File: src/rtl/pcalu_pkg.sv
// Shared types, codes and the restoring divide step for the pixel channel ALU.
// Used by pcalu_div_lane and pixel_channel_alu_core; no dependencies.
package pcalu_pkg;

    localparam int MAX_LANES = 4;
    localparam int DW        = 16;   // destination channel width
    localparam int SW        = 8;    // source byte width
    localparam int DIV_STEPS = DW;   // one quotient bit per divider stage

    // operation codes
    localparam logic [4:0] OP_NOOP     = 5'd0;
    localparam logic [4:0] OP_COPY     = 5'd1;
    localparam logic [4:0] OP_TO_SRC   = 5'd2;
    localparam logic [4:0] OP_CLAMP    = 5'd3;
    localparam logic [4:0] OP_ADD      = 5'd4;
    localparam logic [4:0] OP_SUB      = 5'd5;
    localparam logic [4:0] OP_MUL      = 5'd6;
    localparam logic [4:0] OP_DIV      = 5'd7;
    localparam logic [4:0] OP_MIN      = 5'd8;
    localparam logic [4:0] OP_DIVC     = 5'd9;
    localparam logic [4:0] OP_SET_R    = 5'd10;
    localparam logic [4:0] OP_SET_G    = 5'd11;
    localparam logic [4:0] OP_SET_B    = 5'd12;
    localparam logic [4:0] OP_SET_A    = 5'd13;
    localparam logic [4:0] OP_SET_RGB  = 5'd14;
    localparam logic [4:0] OP_SET_RGBA = 5'd15;
    localparam logic [4:0] OP_KEY_A    = 5'd16;

    // status codes
    localparam logic [1:0] ST_OK      = 2'd0;
    localparam logic [1:0] ST_BADOP   = 2'd1;
    localparam logic [1:0] ST_DIVZERO = 2'd2;

    // configuration register indexes
    localparam logic [1:0] REG_OPERATION = 2'd0;
    localparam logic [1:0] REG_CHAN_CNT  = 2'd1;
    localparam logic [1:0] REG_DIVISORS  = 2'd2;
    localparam logic [1:0] REG_FILL      = 2'd3;

    typedef struct packed {
        logic [MAX_LANES-1:0][DW-1:0] dest;
        logic [MAX_LANES-1:0][SW-1:0] src;
        logic                         last;
    } t_pix;

    // per-item side band that rides beside the divider
    typedef struct packed {
        logic [MAX_LANES-1:0][DW-1:0] res;
        logic [MAX_LANES-1:0]         use_div;
        logic [MAX_LANES-1:0]         neg;
        logic [MAX_LANES-1:0][SW-1:0] src;
        logic [1:0]                   status;
        logic                         last;
    } t_side;

    typedef struct packed {
        logic [DW-1:0] rem;
        logic [DW-1:0] dq;    // dividend bits out at the top, quotient bits in at the bottom
    } t_div_st;

    function automatic t_div_st div_step(input t_div_st cur, input logic [DW-1:0] dvs);
        logic [DW:0] sh;
        logic [DW:0] df;
        t_div_st     nxt;
        sh = {cur.rem, cur.dq[DW-1]};
        df = sh - {1'b0, dvs};
        if (!df[DW]) begin
            nxt.rem = df[DW-1:0];
            nxt.dq  = {cur.dq[DW-2:0], 1'b1};
        end else begin
            nxt.rem = sh[DW-1:0];
            nxt.dq  = {cur.dq[DW-2:0], 1'b0};
        end
        return nxt;
    endfunction

endpackage

File: src/rtl/pcalu_div_lane.sv
// Pipelined unsigned 16-bit restoring divider for one channel lane.
// One quotient bit per stage; depends on pcalu_pkg.
module pcalu_div_lane (
    input  logic                               i_clk,
    input  logic [pcalu_pkg::DIV_STEPS-1:0]    i_en,
    input  logic [pcalu_pkg::DW-1:0]           i_dvd,
    input  logic [pcalu_pkg::DW-1:0]           i_dvs,
    output logic [pcalu_pkg::DW-1:0]           o_quo
);

    pcalu_pkg::t_div_st          r_st  [pcalu_pkg::DIV_STEPS];
    logic [pcalu_pkg::DW-1:0]    r_dvs [pcalu_pkg::DIV_STEPS];
    pcalu_pkg::t_div_st          w_init;

    assign w_init.rem = '0;
    assign w_init.dq  = i_dvd;

    always_ff @(posedge i_clk) begin
        if (i_en[0]) begin
            r_st[0]  <= pcalu_pkg::div_step(w_init, i_dvs);
            r_dvs[0] <= i_dvs;
        end
        for (int k = 1; k < pcalu_pkg::DIV_STEPS; k++) begin
            if (i_en[k]) begin
                r_st[k]  <= pcalu_pkg::div_step(r_st[k-1], r_dvs[k-1]);
                r_dvs[k] <= r_dvs[k-1];
            end
        end
    end

    assign o_quo = r_st[pcalu_pkg::DIV_STEPS-1].dq;

endmodule

File: config.mk
export PLATFORM = sky130hd
export DESIGN_NAME = pcalu_div_lane
export DESIGN_NICKNAME = d
export VERILOG_FILES = /design/src/rtl/pcalu_pkg.sv /design/src/rtl/pcalu_div_lane.sv
export SDC_FILE = /design/constraint.sdc
export NUM_CORES = 1
export LEC_CHECK = 0
export BUFFER_PORTS_ARGS = -buffer_cell sky130_fd_sc_hd__buf_2
export CELL_PAD_IN_SITES_DETAIL_PLACEMENT = 0
export CELL_PAD_IN_SITES_GLOBAL_PLACEMENT = 1
export CORE_ASPECT_RATIO = 0.8
export CORE_MARGIN = 2
export CORE_UTILIZATION = 48
export CTS_CLUSTER_SIZE = 8
export DETAILED_ROUTE_END_ITERATION = 10
export GPL_TIMING_DRIVEN = 0
export PLACE_DENSITY = 0.74
export SYNTH_ARGS = -nofsm -noshare
export SYNTH_HDL_FRONTEND = slang
export SYNTH_SLANG_ARGS = --single-unit
File: constraint.sdc
create_clock -name i_clk -period 3.2 [get_ports i_clk]
set_input_delay 0.16 -clock i_clk [delete_from_list [all_inputs] [get_ports i_clk]]
set_output_delay 0.16 -clock i_clk [all_outputs]
set_load 0.05 [all_outputs]
* After elaboration in Yosys (flattened, before gate mapping)
Memories as Yosys holds them, arrays and structs flattened.
Cells that the tools add are included.
W data, S select, Z words.
** Word-level totals
- RAM bits :: 768
- ROM bits :: 0
- Register bits after elaboration :: 0
- Memories kept :: 2
- Latch bits :: 0
** Memories
- r_st :: words 16, width 32, rd ports 16, clocked after memory_dff 0, write ports 16, line pcalu_div_lane.sv:11 : pcalu_pkg::t_div_st r_st [pcalu_pkg::DIV_STEPS];
- r_dvs :: words 16, width 16, rd ports 15, clocked after memory_dff 0, write ports 16, line pcalu_div_lane.sv:12 : logic [pcalu_pkg::DW-1:0] r_dvs [pcalu_pkg::DIV_STEPS];
** Cells by class
- Multiply operators :: 0
- $lt $le $gt $ge :: 0
- Shifts and indexed selects :: 0
- Bitwise gates (word level) :: 0
- Divide/modulo/power cells :: 0
- Multiplexer cells :: 64
- Add/subtract/negate cells :: 16
- Equal/unequal tests :: 0
- Reductions and logical operators :: 0
** Operators with widths (count)
- $mux W32 :: 32
- $sub A17 B16 Y17 :: 15
- $mux W1 :: 32
- $sub A1 B16 Y17 :: 1

* Logic depth before layout (Yosys ltp)
An unclocked memory read counts as a cell.
- Depth after elaboration :: 4
- Gate-level depth with buffers :: 11
- Mapped depth without buffers :: 10

* Least setup slack after synthesis
OpenSTA, ideal clock, no wires.
- Path type :: flip-flop to flip-flop
- Start point :: mem r_dvs[1][48] (netlist bit)
- End point :: mem r_st[1][152] (netlist bit) (data pin)
- Library setup time :: 0.260 ns
- Data arrival time :: 2.768 ns
- Clock period less this slack :: 3.028 ns
- Path slack :: 0.172 ns
- Path buffers :: 1
- Stages on the path, launching flop included :: 11
- Path through :: edfxtp_1 -> ha_1 -> fa_1 -> nor2b_1 -> o21a_1 -> a311o_1 -> nand3_1 -> and2_1 -> a211oi_2 -> buf_4 -> mux2_2
** RTL lines (line)
- start, declared :: pcalu_div_lane.sv:12
- end, declared :: pcalu_div_lane.sv:11

==> results.json <==
{
  "powerDensity_nw_per_um2": 1027,
  "htree_levels": 3,
  "synth_common_cells": "edfxtp_1 (736), inv_1 (315), ha_1 (241)",
  "totalWireLength_um": 79680,
  "hold_start": "i_dvd[14]",
  "crit_fanout": 3,
  "hold_path.class": "in2reg",
  "clock_path_buffers": 3,
  "ys_seq_elements": 736,
  "worst_slack_ps": 25.02,
  "pre_cts_ws_ps": -583.5,
  "dieArea_um2": 80560,
  "routabilityCongestion": 0.9058,
  "holdPathEnd": "r_st[0][15]",
  "die_w_um": 316.8,
  "cp.arrival_ps": 3570,
  "num_vias": 23351,
  "cts_buffers": 102,
  "coreArea_um2": 77310,
  "peakVddDrop_v": 0.0005414,
  "cp_data_required_time_ps": 3590,
  "wl_per_cell_um": 18.92,
  "cts_tree": "yes",
  "p_leak_nw": 17.11,
  "grt_pass1_wl_um": 124600,
  "syn_area_um2": 37580,
  "timing.rr.end": "r_st[0][220]",
  "antenna_found_initial": 0,
  "r2r-start": "r_dvs[0][80]",
  "start_kind": "flip-flop",
  "yosys.area.top_type": "edfxtp_1",
  "grt_pass1_vias": 23183,
  "yosysWarnings": 0,
  "grt_max_degree": 49,
  "drt_iter0_markers": 1636,
  "syn-mean-instance-area_um2": 12.85,
  "synthTopCellsByArea": "edfxtp_1 (59%), ha_1 (8.0%), mux2_2 (4.0%)",
  "synth_top_flop_cell": "edfxtp_1",
  "root_buffer": "clkbuf_16",
  "slew_viol_final": 0,
  "synth_cell_types": 81,
  "drc": 0,
  "critPathKind": "reg2reg",
  "synth_top_area_share_pct": 58.81,
  "synth_edf_count": 736,
  "clock-sinks": 736,
  "async_reset_ff_share_pct": 0,
  "hold_violations": 0,
  "viasPerCell": 5.545,
  "crit_path_end_kind": "flip-flop",
  "portBuffers": 64,
  "io_pins": 65,
  "cts.clk_slew.worst_paths_ps": 50,
  "setup-violations-final": 0,
  "finalCritPeriodShare_pct": 99.22,
  "start_util_pct": 48.61,
  "track_usage_pct": 19.69,
  "first_pass_iters": 8,
  "relSlewSlack_pct": 18.29,
  "ys_seq_area_share_pct": 58.81,
  "final_util_pct": 55.72,
  "die_h_um": 254.3,
  "max_cap_violations": 0,
  "r2r_slack_ps": 30,
  "reg2reg_depth": 9,
  "std_cell_rows": 91,
  "min_period_ps": 3175,
  "fin_skew_ps": 28.05,
  "hold_ws_ps": 232.8,
  "yosysMostFrequentCell": "edfxtp_1",
  "clock_latency_ps": 650,
  "setup_tns_ps": 0,
  "worst_slew_pin_slew_ps": 1226,
  "n_fill_cell": 6350,
  "ant_nets": 0,
  "drive_above_1_share_pct": 15.90,
  "synthCells": 2924,
  "area.growth.synth_to_final_pct": 14.63,
  "fmax_mhz": 315.0,
  "diodes": 0,
  "status": "completed",
  "grt_overflow_total": 0,
  "layout.nets": 3485,
  "dp_hpwl_um": 56530,
  "min_path_cells": 2,
  "rsz0062_at_grt": "true"
}
-- state kept, by name (all words and copies together), names as in the netlist --
name,flops
r_st,496
r_dvs,240
-- layout by cell type (no fill, tap or decap), types with 66 or more instances in the layout --
cell and n:
xnor2_1 86, mux2_2 133, nor2_1 149, inv_1 314, a21oi_1 140, nand2_1 146, ha_1 239, clkbuf_16 103
edfxtp_1 736, o21ai_0 146, buf_2 66
-- power breakdown --
part           switching [W]  internal [W]  total [W]  leakage [nW]
sequential           0.00123        0.0138     0.0151          7.20
combinational         0.0103       0.00945     0.0198          8.60
clock                0.00372       0.00569    0.00941          1.31
-- logic make-up (layout without fill, tap and decap cells) --
| group | count (synthesis) | after routing | share of synthesized area (%) |
|---|---|---|---|
| AO/OA/AOI/OAI | 647 | 647 | 11.64 |
| XOR/XNOR | 143 | 143 | 3.493 |
| adder cells (fa/ha/maj) | 255 | 255 | 8.770 |
| buffers and inverters | 385 | 642 | 4.152 |
| AND/OR/NAND/NOR | 566 | 567 | 7.338 |
| flip-flops | 736 | 736 | 58.81 |
| multiplexers | 191 | 191 | 5.783 |
| other | 1 | 7 | 0.009979 |
-- critical path, cell delays in order (launching register included) --
cell and delay, ps:
edfxtp_1 410, ha_1 260, fa_2 370, nor2b_2 140, o31a_1 210, o221ai_2 160, a2111oi_1 700, mux2i_1 290
a211oi_1 90, mux2_2 290
-- layer usage --
| layer | vias up | track usage [%] | routed length, um |
|---|---|---|---|
| li1 | 11364 | - | - |
| met1 | 11307 | 27.62 | 37720 |
| met2 | 557 | 31.83 | 36760 |
| met3 | 123 | 3.366 | 3522 |
| met4 | 0 | 5.135 | 1671 |
| met5 | - | 0 | 0 |
-- how the worst max path moves through the flow --
stage,startpoint,end,slack [ps],depth (start not counted)
2_1_floorplan,r_dvs[1][48],r_st[1][152],170,10
3_3_place_gp,r_dvs[0][80],r_st[0][217],-570,10
3_5_place_dp,r_dvs[0][80],r_st[0][218],-580,10
4_1_cts,r_dvs[1][80],r_st[1][221],0.1,11
5_1_grt,r_dvs[1][32],r_st[1][122],-80,9
6_report,r_dvs[0][80],r_st[0][220],30,9
-- repair_timing --
item,CTS,global route
pin swaps,23,21
endpoints found under the setup margin,201,134
resized for setup,42,67
hold buffers,33,0
endpoints found under the hold margin,55,0
buffers inserted,30,25
cloned,0,1
-- metrics by stage --
stage	area [um2]	power [W]	instances
global route	43080	0.04703	4211
CTS	42640	0.04345	4191
floorplan	37600	0.02834	2930
finish	43080	0.04425	4211
detailed placement	39200	0.03281	4017
global placement	39200	0.03244	4017
-- area by class of cell --
cell class | count | area, um2 | area share, %
flip-flops and latches | 736 | 22100 | 51.31
multi-input cells | 1810 | 14290 | 33.17
clock buffers | 105 | 2585 | 6.001
well taps | 1023 | 1280 | 2.972
inverters | 315 | 1182 | 2.745
repair buffers | 152 | 1136 | 2.637
plain buffers | 64 | 424.2 | 0.9847
clock inverters | 6 | 80.08 | 0.1859
Power figures use the tool's default switching activity.
